## config.mk

```make
export PLATFORM = sky130hd
export DESIGN_NAME = payload_signature_classifier
export DESIGN_NICKNAME = d
export VERILOG_FILES = /design/src/rtl/core/pss_pkg.sv /design/src/rtl/core/payload_signature_classifier.sv /design/src/rtl/core/pss_rules.sv
export SDC_FILE = /design/constraint.sdc
export NUM_CORES = 1
export LEC_CHECK = 0
export ABC_CLOCK_PERIOD_IN_PS = 7740
export BUFFER_PORTS_ARGS = -buffer_cell sky130_fd_sc_hd__buf_2
export CORE_MARGIN = 5
export CORE_UTILIZATION = 35
export DETAILED_ROUTE_END_ITERATION = 16
export PLACE_DENSITY = 0.59
export SLEW_MARGIN = 20
export SYNTH_ARGS = -nofsm -noshare
export SYNTH_HDL_FRONTEND = slang
export SYNTH_SLANG_ARGS = --single-unit
export TNS_END_PERCENT = 30
```

## constraint.sdc

```tcl
create_clock -name clock -period 7.74 [get_ports clock]
set_clock_uncertainty 0.15 [all_clocks]
set_input_delay 2.322 -clock clock [delete_from_list [all_inputs] [get_ports clock]]
set_output_delay 2.322 -clock clock [all_outputs]
set_load 0.005 [all_outputs]
```

## src/rtl/core/pss_pkg.sv

```systemverilog
// Shared types and constants for the payload signature classifier.
// Used by the top level, the rule logic and the port checker; no dependencies.
`default_nettype none

package pss_pkg;

   localparam int CAPTURE_BYTES_DEF = 64;
   // Highest payload offset any rule looks at is 53.
   localparam int USED_BYTES        = 54;
   localparam int COUNT_W           = 16;
   localparam logic [COUNT_W-1:0] COUNT_MAX = {COUNT_W{1'b1}};

   localparam logic [1:0] VERDICT_UNDECIDED = 2'd0;
   localparam logic [1:0] VERDICT_DETECTED  = 2'd1;
   localparam logic [1:0] VERDICT_EXCLUDED  = 2'd2;

   localparam logic [3:0] RULE_TCP_EQUAL    = 4'd0;
   localparam logic [3:0] RULE_TCP_CONST_A  = 4'd1;
   localparam logic [3:0] RULE_TCP_CONST_B  = 4'd2;
   localparam logic [3:0] RULE_TCP_LEN26    = 4'd3;
   localparam logic [3:0] RULE_TCP_LEN18    = 4'd4;
   localparam logic [3:0] RULE_TCP_PAIRS    = 4'd5;
   localparam logic [3:0] RULE_UDP_PREFIX   = 4'd6;
   localparam logic [3:0] RULE_UDP_TYPE     = 4'd7;
   localparam logic [3:0] RULE_UDP_REPEAT   = 4'd8;
   localparam logic [3:0] RULE_UDP_EQUAL    = 4'd9;
   localparam logic [3:0] RULE_NONE         = 4'd10;

   localparam logic MODE_TCP = 1'b0;
   localparam logic MODE_UDP = 1'b1;

   localparam int PREFIX_A_LEN = 7;
   localparam int PREFIX_B_LEN = 16;

   localparam logic [7:0] UDP_PREFIX_A [PREFIX_A_LEN] = '{
      8'h6f, 8'ha1, 8'h9d, 8'h59, 8'h97, 8'h4a, 8'h97
   };
   localparam logic [7:0] UDP_PREFIX_B [PREFIX_B_LEN] = '{
      8'h32, 8'h91, 8'h9d, 8'h59, 8'h30, 8'h1e, 8'h30, 8'h07,
      8'h30, 8'h0e, 8'h31, 8'h1f, 8'h18, 8'hf5, 8'h30, 8'h1e
   };

   typedef struct packed {
      logic       mode;
      logic [7:0] data_byte;
      logic       byte_valid;
      logic       last_byte;
   } req_payload_type;

   typedef struct packed {
      logic [1:0] verdict;
      logic [3:0] rule_hit;
   } rsp_payload_type;

endpackage

`default_nettype wire

```

## src/rtl/core/payload_signature_classifier.sv

```systemverilog
// Top level of the payload signature classifier: request register, head byte
// store, byte count and result register. Depends on pss_pkg and pss_rules.
//
//   channel  direction  handshake             payload
//   req      in         req_valid / req_stall  pss_pkg::req_payload_type
//   rsp      out        rsp_valid / rsp_stall  pss_pkg::rsp_payload_type
//
// One request per cycle while req_stall is low. A request marked last gives its
// result through the request register and then the result register; other requests give none.
// The rule test is combinational and sits between the request register and the
// result register, on the stored bytes plus the byte being written.
// A stalled result holds; the request register keeps taking requests until a
// last-marked request finds the result register full and stalled.
// Reset (synchronous) clears the count and both valid flags; the byte store
// is not cleared, since the count masks bytes not yet written.
`default_nettype none

module payload_signature_classifier #(
   parameter int CAPTURE_BYTES = pss_pkg::CAPTURE_BYTES_DEF
) (
   input  wire logic                      clock,
   input  wire logic                      reset,
   input  wire logic                      req_valid,
   output logic                           req_stall,
   input  wire pss_pkg::req_payload_type  req_payload,
   output logic                           rsp_valid,
   input  wire logic                      rsp_stall,
   output pss_pkg::rsp_payload_type       rsp_payload
);
   import pss_pkg::*;

   localparam int IDX_W = $clog2(CAPTURE_BYTES);

   logic                  s1_valid_ff, s1_valid_in;
   req_payload_type       s1_req_ff, s1_req_in;
   logic [COUNT_W-1:0]    count_ff, count_in;
   logic [7:0]            head_ff [CAPTURE_BYTES];
   logic                  rsp_valid_ff, rsp_valid_in;
   rsp_payload_type       rsp_payload_ff, rsp_payload_in;

   logic                  slot_free;
   logic                  s1_move;
   logic                  accept;
   logic                  fire;
   logic [COUNT_W-1:0]    len_new;
   logic [7:0]            win [USED_BYTES];
   rsp_payload_type       cls;

   assign slot_free = !rsp_valid_ff || !rsp_stall;
   assign s1_move   = s1_valid_ff && (!s1_req_ff.last_byte || slot_free);
   assign req_stall = reset || (s1_valid_ff && !s1_move);
   assign accept    = req_valid && !req_stall;
   assign fire      = s1_move && s1_req_ff.last_byte;

   assign s1_valid_in = accept || (s1_valid_ff && !s1_move);
   assign s1_req_in   = accept ? req_payload : s1_req_ff;

   // Saturating length including the byte in the request register.
   assign len_new = (s1_req_ff.byte_valid && (count_ff != COUNT_MAX)) ?
                    count_ff + COUNT_W'(1) : count_ff;

   always_comb begin
      count_in = count_ff;
      if (s1_move) begin
         count_in = s1_req_ff.last_byte ? '0 : len_new;
      end
   end

   // Bypass the byte being written into the window the rules see.
   generate
      for (genvar g = 0; g < USED_BYTES; g++) begin : g_win
         assign win[g] = (s1_req_ff.byte_valid && (count_ff == COUNT_W'(g))) ?
                         s1_req_ff.data_byte : head_ff[g];
      end
   endgenerate

   pss_rules u_rules (
      .mode   (s1_req_ff.mode),
      .len    (len_new),
      .win    (win),
      .result (cls)
   );

   assign rsp_valid_in   = fire || (rsp_valid_ff && rsp_stall);
   assign rsp_payload_in = fire ? cls : rsp_payload_ff;

   always_ff @(posedge clock) begin
      if (reset) begin
         s1_valid_ff  <= 1'b0;
         count_ff     <= '0;
         rsp_valid_ff <= 1'b0;
      end else begin
         s1_valid_ff  <= s1_valid_in;
         count_ff     <= count_in;
         rsp_valid_ff <= rsp_valid_in;
      end
   end

   always_ff @(posedge clock) begin
      s1_req_ff      <= s1_req_in;
      rsp_payload_ff <= rsp_payload_in;
   end

   always_ff @(posedge clock) begin
      if (!reset && s1_move && s1_req_ff.byte_valid
          && (count_ff < COUNT_W'(CAPTURE_BYTES))) begin
         head_ff[count_ff[IDX_W-1:0]] <= s1_req_ff.data_byte;
      end
   end

   assign rsp_valid   = rsp_valid_ff;
   assign rsp_payload = rsp_payload_ff;

endmodule

`default_nettype wire

```

## src/rtl/core/pss_rules.sv

```systemverilog
// Signature rules: combinational test of the captured head bytes and length.
// Depends on pss_pkg.
`default_nettype none

module pss_rules (
   input  wire logic                          mode,
   input  wire logic [pss_pkg::COUNT_W-1:0]   len,
   input  wire logic [7:0]                    win [pss_pkg::USED_BYTES],
   output pss_pkg::rsp_payload_type           result
);
   import pss_pkg::*;

   logic [USED_BYTES-1:0] pr;
   logic [5:0]            tcp_hit;
   logic [3:0]            udp_hit;
   logic                  pfx_a;
   logic                  pfx_b;
   logic [3:0]            tcp_rule;
   logic [3:0]            udp_rule;

   function automatic logic is_v(input logic p, input logic [7:0] b, input logic [7:0] v);
      return p && (b == v);
   endfunction

   function automatic logic sm(input logic pa, input logic pb,
                               input logic [7:0] a, input logic [7:0] b);
      return pa && pb && (a == b);
   endfunction

   // A byte at or past the length never matches.
   always_comb begin
      for (int i = 0; i < USED_BYTES; i++) begin
         pr[i] = (len > COUNT_W'(i));
      end
   end

   always_comb begin
      pfx_a = 1'b1;
      for (int i = 0; i < PREFIX_A_LEN; i++) begin
         pfx_a = pfx_a & is_v(pr[i], win[i], UDP_PREFIX_A[i]);
      end
      pfx_b = 1'b1;
      for (int i = 0; i < PREFIX_B_LEN; i++) begin
         pfx_b = pfx_b & is_v(pr[i], win[i], UDP_PREFIX_B[i]);
      end
   end

   always_comb begin
      tcp_hit[0] = (len >= COUNT_W'(16)) && is_v(pr[3], win[3], 8'h00)
                   && sm(pr[4], pr[6], win[4], win[6])
                   && sm(pr[4], pr[10], win[4], win[10]);
      tcp_hit[1] = (len >= COUNT_W'(50)) && is_v(pr[41], win[41], 8'h00)
                   && is_v(pr[48], win[48], 8'h10) && is_v(pr[49], win[49], 8'h18)
                   && is_v(pr[50], win[50], 8'h0a);
      tcp_hit[2] = (len >= COUNT_W'(50)) && is_v(pr[41], win[41], 8'h00)
                   && is_v(pr[48], win[48], 8'he0) && is_v(pr[49], win[49], 8'h00)
                   && is_v(pr[50], win[50], 8'h0a);
      tcp_hit[3] = (len == COUNT_W'(26)) && is_v(pr[14], win[14], 8'h00)
                   && is_v(pr[15], win[15], 8'h00) && is_v(pr[21], win[21], 8'h00)
                   && is_v(pr[22], win[22], 8'h00) && is_v(pr[24], win[24], 8'h00)
                   && is_v(pr[25], win[25], 8'h00);
      tcp_hit[4] = (len == COUNT_W'(18)) && pr[1]
                   && (win[1] >= 8'h91) && (win[1] <= 8'h9f)
                   && is_v(pr[14], win[14], 8'h00) && is_v(pr[15], win[15], 8'h00);
      tcp_hit[5] = (len == COUNT_W'(54))
                   || (is_v(pr[14], win[14], 8'h57) && is_v(pr[15], win[15], 8'h83)
                       && is_v(pr[22], win[22], 8'h78) && is_v(pr[23], win[23], 8'h38))
                   || (is_v(pr[46], win[46], 8'h6a) && is_v(pr[47], win[47], 8'hc1)
                       && is_v(pr[52], win[52], 8'h41) && is_v(pr[53], win[53], 8'h3a));

      udp_hit[0] = (len >= COUNT_W'(16)) && (pfx_a || pfx_b);
      udp_hit[1] = (len >= COUNT_W'(43))
                   && (is_v(pr[2], win[2], 8'h37) || is_v(pr[2], win[2], 8'h42))
                   && is_v(pr[3], win[3], 8'h59)
                   && is_v(pr[32], win[32], 8'h00) && is_v(pr[33], win[33], 8'h00)
                   && (is_v(pr[34], win[34], 8'h40) || is_v(pr[34], win[34], 8'h00))
                   && is_v(pr[35], win[35], 8'h00);
      udp_hit[2] = (len >= COUNT_W'(25)) && is_v(pr[2], win[2], 8'h42)
                   && is_v(pr[3], win[3], 8'h59)
                   && sm(pr[5], pr[21], win[5], win[21]) && sm(pr[6], pr[22], win[6], win[22])
                   && sm(pr[7], pr[23], win[7], win[23]) && sm(pr[8], pr[24], win[8], win[24])
                   && sm(pr[5], pr[24], win[5], win[24]);
      udp_hit[3] = (len >= COUNT_W'(25))
                   && sm(pr[4], pr[6], win[4], win[6]) && sm(pr[4], pr[8], win[4], win[8])
                   && sm(pr[4], pr[14], win[4], win[14]) && sm(pr[4], pr[18], win[4], win[18])
                   && sm(pr[4], pr[22], win[4], win[22]) && sm(pr[4], pr[24], win[4], win[24]);
   end

   // First hit wins.
   always_comb begin
      if (tcp_hit[0])      tcp_rule = RULE_TCP_EQUAL;
      else if (tcp_hit[1]) tcp_rule = RULE_TCP_CONST_A;
      else if (tcp_hit[2]) tcp_rule = RULE_TCP_CONST_B;
      else if (tcp_hit[3]) tcp_rule = RULE_TCP_LEN26;
      else if (tcp_hit[4]) tcp_rule = RULE_TCP_LEN18;
      else if (tcp_hit[5]) tcp_rule = RULE_TCP_PAIRS;
      else                 tcp_rule = RULE_NONE;

      if (udp_hit[0])      udp_rule = RULE_UDP_PREFIX;
      else if (udp_hit[1]) udp_rule = RULE_UDP_TYPE;
      else if (udp_hit[2]) udp_rule = RULE_UDP_REPEAT;
      else if (udp_hit[3]) udp_rule = RULE_UDP_EQUAL;
      else                 udp_rule = RULE_NONE;
   end

   always_comb begin
      if (mode == MODE_TCP) begin
         result.rule_hit = tcp_rule;
         result.verdict  = (tcp_rule == RULE_NONE) ? VERDICT_EXCLUDED : VERDICT_DETECTED;
      end else begin
         result.rule_hit = udp_rule;
         result.verdict  = (udp_rule == RULE_NONE) ? VERDICT_UNDECIDED : VERDICT_DETECTED;
      end
   end

endmodule

`default_nettype wire

```

Word-level counts from Yosys, hierarchy flattened
Memories as Yosys holds them, arrays and structs flattened.
Cells that the tools add are included.

operators by class
  $add $sub $neg = 1
  multipliers = 0
  div/mod/pow operators = 0
  magnitude comparators = 41
  equality and inequality tests = 87
  shift operators = 0
  muxes and demuxes = 51
  bitwise operators = 21
  reduce and logical (&&, ||, !) cells = 193

operators by type and width
  operator                                                                           count
  8-bit 2-to-1 mux                                                                   34
  16-bit by 6-bit == test with 1-bit output (second input constant)                  13
  16-bit by 6-bit greater-than comparator with 1-bit output (second input constant)  12
  1-bit logical AND                                                                  163
  16-bit by 4-bit == test with 1-bit output (second input constant)                  8
  16-bit by 5-bit == test with 1-bit output (second input constant)                  8
  16-bit by 4-bit greater-than comparator with 1-bit output (second input constant)  8
  8-bit logical NOT                                                                  13
  8-bit == test                                                                      12
  16-bit by 5-bit greater-than comparator with 1-bit output (second input constant)  6
  8-bit by 6-bit == test with 1-bit output (second input constant)                   9
  8-bit by 7-bit == test with 1-bit output (second input constant)                   9
  8-bit == test (second input constant)                                              9
  16-bit by 3-bit == test with 1-bit output (second input constant)                  4
  16-bit by 3-bit greater-than comparator with 1-bit output (second input constant)  4
  8-bit by 5-bit == test with 1-bit output (second input constant)                   6
  4-bit 2-to-1 mux                                                                   9
  16-bit by 2-bit == test with 1-bit output (second input constant)                  2
  16-bit by 5-bit >= comparator with 1-bit output (second input constant)            2
  16-bit by 6-bit >= comparator with 1-bit output (second input constant)            2
  16-bit by 1-bit greater-than comparator with 1-bit output (second input constant)  2
  16-bit by 2-bit greater-than comparator with 1-bit output (second input constant)  2
  16-bit 2-to-1 mux                                                                  2
  1-bit AND                                                                          21
  15 further kinds                                                                   34

storage, ports and cells
  flip-flop bits (word level) = 35
  bits in latches = 0
  RAM bits = 512
  ROM bits = 0
  memories kept = 1

memories
  memory   depth  bits a word  read ports  clocked after Yosys merged registers in  write ports  line                                source
  head_ff  64     8            34          0                                        1            payload_signature_classifier.sv:37  logic [7:0] head_ff [CAPTURE_BYTES];

Longest topological paths before layout
  word-level depth = 26
  depth in mapped cells = 15
  gate-level depth less buffers = 12

By module
Synthesis repeated with hierarchy kept, for this count alone.

second synthesis, totals
  cell total of the unflattened synthesis = 1587
  area, all modules = 22894.5 µm²

modules (own cells, without submodules)
  module                        instances  cells each  area an instance (µm²)  sequential area each (µm²)
  payload_signature_classifier  1          1278        20817.5                 13843.3
  pss_rules                     1          309         2077.0                  0.0

Worst setup path before layout
Ideal clock, no wire load.

  kind = input -> output
  start = input port reset
  end = output port req_stall
  arrival time = 2.733 ns
  data required time = 5.268 ns
  setup slack = 2.535 ns
  cell stages on the path = 2
  buffers on the path = 1
  path through = clkbuf_1 nand2b_1

between the ends
  cells in the longest elaborated chain, start to end = 1

RTL lines
  item                line                                source
  start: declaration  payload_signature_classifier.sv:22  input wire logic reset,
  1-bit logical OR    payload_signature_classifier.sv:51  assign req_stall = reset || (s1_valid_ff && !s1_move);
  end: declaration    payload_signature_classifier.sv:24  output logic req_stall,

No other way between the ends.

==> impl_summary.txt <==
----------------------------------------------------
[Synth]
  Share of flip-flops with an asynchronous set or reset ... 0
  Library cell with the largest summed area after synthesis ... edfxtp_1
  Post-Synth XOR/XNOR Area ... 0.02978
  Share of synthesized area occupied by flip-flops and latches ... 0.5374
  Number of flip-flops and latches in the synthesized netlist ... approximately 300
  Mean post-synth cell area ... 10.91 sq um
  Primary flip-flop cell chosen by synthesis mapping ... edfxtp_1
  Warnings, synthesis ... 0
  Multiplexer share of the synthesized area ... 0.05382
  Area fraction in compound gates after synthesis ... 0.1254
  EDFF count, synth ... 288
  Area share of the largest cell type after synthesis ... 0.5159
  Number of instances in the synthesized netlist ... approximately 1500
  Synthesized Nets ... roughly 1600
  Synth area leaders ... edfxtp_1, mux2i_1, nor2_1
  Combinational family with the most area after synthesis ... simple AND/OR/NAND/NOR gates
  Simple logic cell fraction of the synthesized area ... 0.2189
  Cell area after technology mapping ... roughly 0.017 sq mm
  Adder and majority gate portion of the synthesized area ... 0.002986
  Number of library cell types mapped by synthesis ... 81

[Route]
  Average wire per cell in the routed design ... around 27 microns
  Length of the first detailed-routing pass in iterations ... 8
  DRC violation count after routing ... 0
  Vias per cell ... approximately 6.3
  DRC violation total after the first TritonRoute iteration ... about 2000
  Final routed wirelength across all metal layers ... roughly 60 mm
  Post-detailed-route count of antenna-violating nets ... 0
  Routed via count ... about 14000

[Cells and area]
  Fraction of final layout cells with drive strength greater than 1 ... 0.1032
  Number of non-filler instances in the completed layout ... 2166
  Commonest non-fill, non-tap cell in the layout ... edfxtp_1
  Final core occ ... 0.3924
  Commonest non-fill, non-tap cells in the layout ... edfxtp_1, nor2_1, nand2_1
  Final #Nets ... 1547
  Layout overhead on the synthesized area ... 11.29%

[STA]
  Measured slew at the worst slew-check pin ... 1.048 ns
  Worst slew margin relative to its limit ... 0.2958
  Final Slew Violations ... 0
  Final setup violation count ... 0
  Count of final hold-check violations ... 0
  Top achievable clock speed ... 184.5 MHz
  Setup repair after global routing missed its margin ... no
  Fin crit share ... 0.7004
  Setup TNS ... 0 ns
  Crit path time final ... around 5.4 ns

[Clocking]
  Clock transition at the register clock pins on the worst setup and hold paths after CTS ... ~0.060 ns
  Number of buffers inserted by post-CTS setup repair ... 0
  CTS Buffer Depth ... 3
  Worst-Skew Late Latency ... 0.57 ns
  Number of buffers added to fix hold violations after cts ... 0
  Cts repair resizes ... 0
  CTS H-tree lvls ... 2
  TritonCTS clock tree ... built
  Clock sinks ... just over 300
  Clock root buffer master ... clkbuf_16
  Num CTS Buffers ... 34

[Setup path]
  CP startpoint ... count_ff[0]$_SDFFE_PP0P_
  Endpoint class of the critical path ... flop
  Slowest CP cell ... mux2i_1
  Highest net fanout along the worst path ... 14
  Chain of cells forming the critical path ... inv_1 -> ha_1 -> nor4bb_1 -> nand4_1 -> mux2i_1 -> nand3_1 -> o31ai_1 -> nand4_1 -> or4_1 -> or4b_1 -> a21oi_2 -> a2bb2oi_1
  Required time at the endpoint of the critical path ... approximately 8 ns
  Worst path top cell family by delay ... simple AND/OR/NAND/NOR gates
  Crit path top cell by count ... nand4_1
  Startpoint type of the worst setup path ... flop
  Start-to-end type of the worst setup path ... reg -> reg
  Max stage delay on crit path ... 0.89 ns
  Number of buffers and inverters on the critical path ... 1
  Worst reg2reg path startpoint ... count_ff[0]$_SDFFE_PP0P_
  Critical path arrival ... 5.57 ns

[Power]
  Total design power ... roughly 3600 uW
  Power density relative to cell area ... around 190 mW/mm^2
  Leak ... roughly 0.006 uW
  Maximum vdd ir drop ... approximately 120 uV

[Placement]
  Number of port buffers ... 22
  HPWL Detailed ... 40.57 mm
  Placer Congestion ... 0.9976
  Placed instance count ... 2107

[GRT]
  GRT Util Overall ... 0.2185
  Residual overflow from global routing ... 0
  Largest net degree at the start of global routing ... 50
  Initial antenna violation count ... 2
  Wire length of the first global-routing pass ... 86.84 mm
  Number of global-route vias before repair ... 12880

[Job]
  Max-cap violations ... 0

[Die]
  Cell Rows ... 80
  Core ar. ... roughly 0.048 sq mm
  DIE AREA ... 0.05237 sq mm
  Top-level port count ... 23
  Starting Density ... 0.3526
  Height of the die ... roughly 230 microns
  Die outline width ... 228.8 microns

[Hold path]
  Hold Path Class ... reg -> reg
  Min-Delay Startpoint ... s1_valid_ff$_SDFF_PP0_

[Run status]
  Run status ... completed

----------------------------------------------------
-- path summary, 6_finish.rpt --
path	end	slack [ns]	cells past startpoint
max reg2reg	rsp_payload[1]$_DFFE_PP_	2.32	12
max	rsp_payload[1]$_DFFE_PP_	2.32	12
min reg2reg	s1_valid_ff$_SDFF_PP0_	0.41	2
min	s1_valid_ff$_SDFF_PP0_	0.41	2
-- registers in the layout, summed over array words and instances (netlist names) --
register,cells
head_ff,271
s1_valid_ff,1
rsp_valid,1
count_ff,16
rsp_payload,6
s1_req_ff,11
-- synth_stat cells, drive strengths merged, types with 16 or more instances --
cell type,number
nor4,68
buf,39
nand3,56
inv,16
a22o,26
xnor2,43
o22ai,38
mux2,17
mux2i,71
nand2,121
a221oi,18
nor3,43
a21oi,61
clkbuf,69
edfxtp,288
or3,18
nand4,72
o21ai,49
or4,16
nor2,133
a22oi,20
dfxtp,18
nor4bb,17
-- worst register-to-register path: stages, from the launching register on --
cell and delay [ns]:
dfxtp_1 0.44, inv_1 0.19, ha_1 0.36, nor4bb_1 0.65
nand4_1 0.82, mux2i_1 0.90, nand3_1 0.15, o31ai_1 0.11
nand4_1 0.15, or4_1 0.43, or4b_1 0.55, a21oi_2 0.19
a2bb2oi_1 0.09
-- routing by layer --
metal | GRT usage | share of wire | vias to the layer above
li1 | - | - | 6038
met1 | 0.3002 | 0.41 | 6702
met2 | 0.3317 | 0.44 | 778
met3 | 0.04398 | 0.095 | 164
met4 | 0.1058 | 0.050 | 2
met5 | 0 | 0.00022 | -
-- area by class of cell --
cell class	count	area [sq um]
diodes	1	2.502
fillers	4543	28890
repair buffers	63	417.9
clock inverters	17	226.5
multi-input cells	1105	7266
flip-flops and latches	306	9009
clock buffers	41	897.1
well taps	615	769.5
inverters	18	67.56
-- power by group --
group	internal (uW)	total, uW	leakage (uW)	switching (uW)
logic	22.2	105	0.00269	82.5
clock network	969	1630	0.000550	664
registers	1810	1810	0.00274	4.97
total	2800	3550	0.00598	752
-- logic make-up after synthesis --
kind of cell | count (synthesis)
buffers and inverters | 126
xor gates and xnor gates | 57
muxes | 88
adders and majority gates | 4
DFF | 306
and+or+nand+nor | 650
AOI/OAI and AO/OA | 306
-- through the flow --
step	hold WS, ns	setup slack, ns	cell area, sq um
after global placement	0.3798	2.346	17530
after global routing	0.4708	2.143	18650
final	0.4067	2.319	18660
after CTS	0.4147	2.352	18650
after floorplan	0.3653	2.535	16760
after detailed placement	0.4071	2.352	17530
Power figures use the tool's default switching activity.
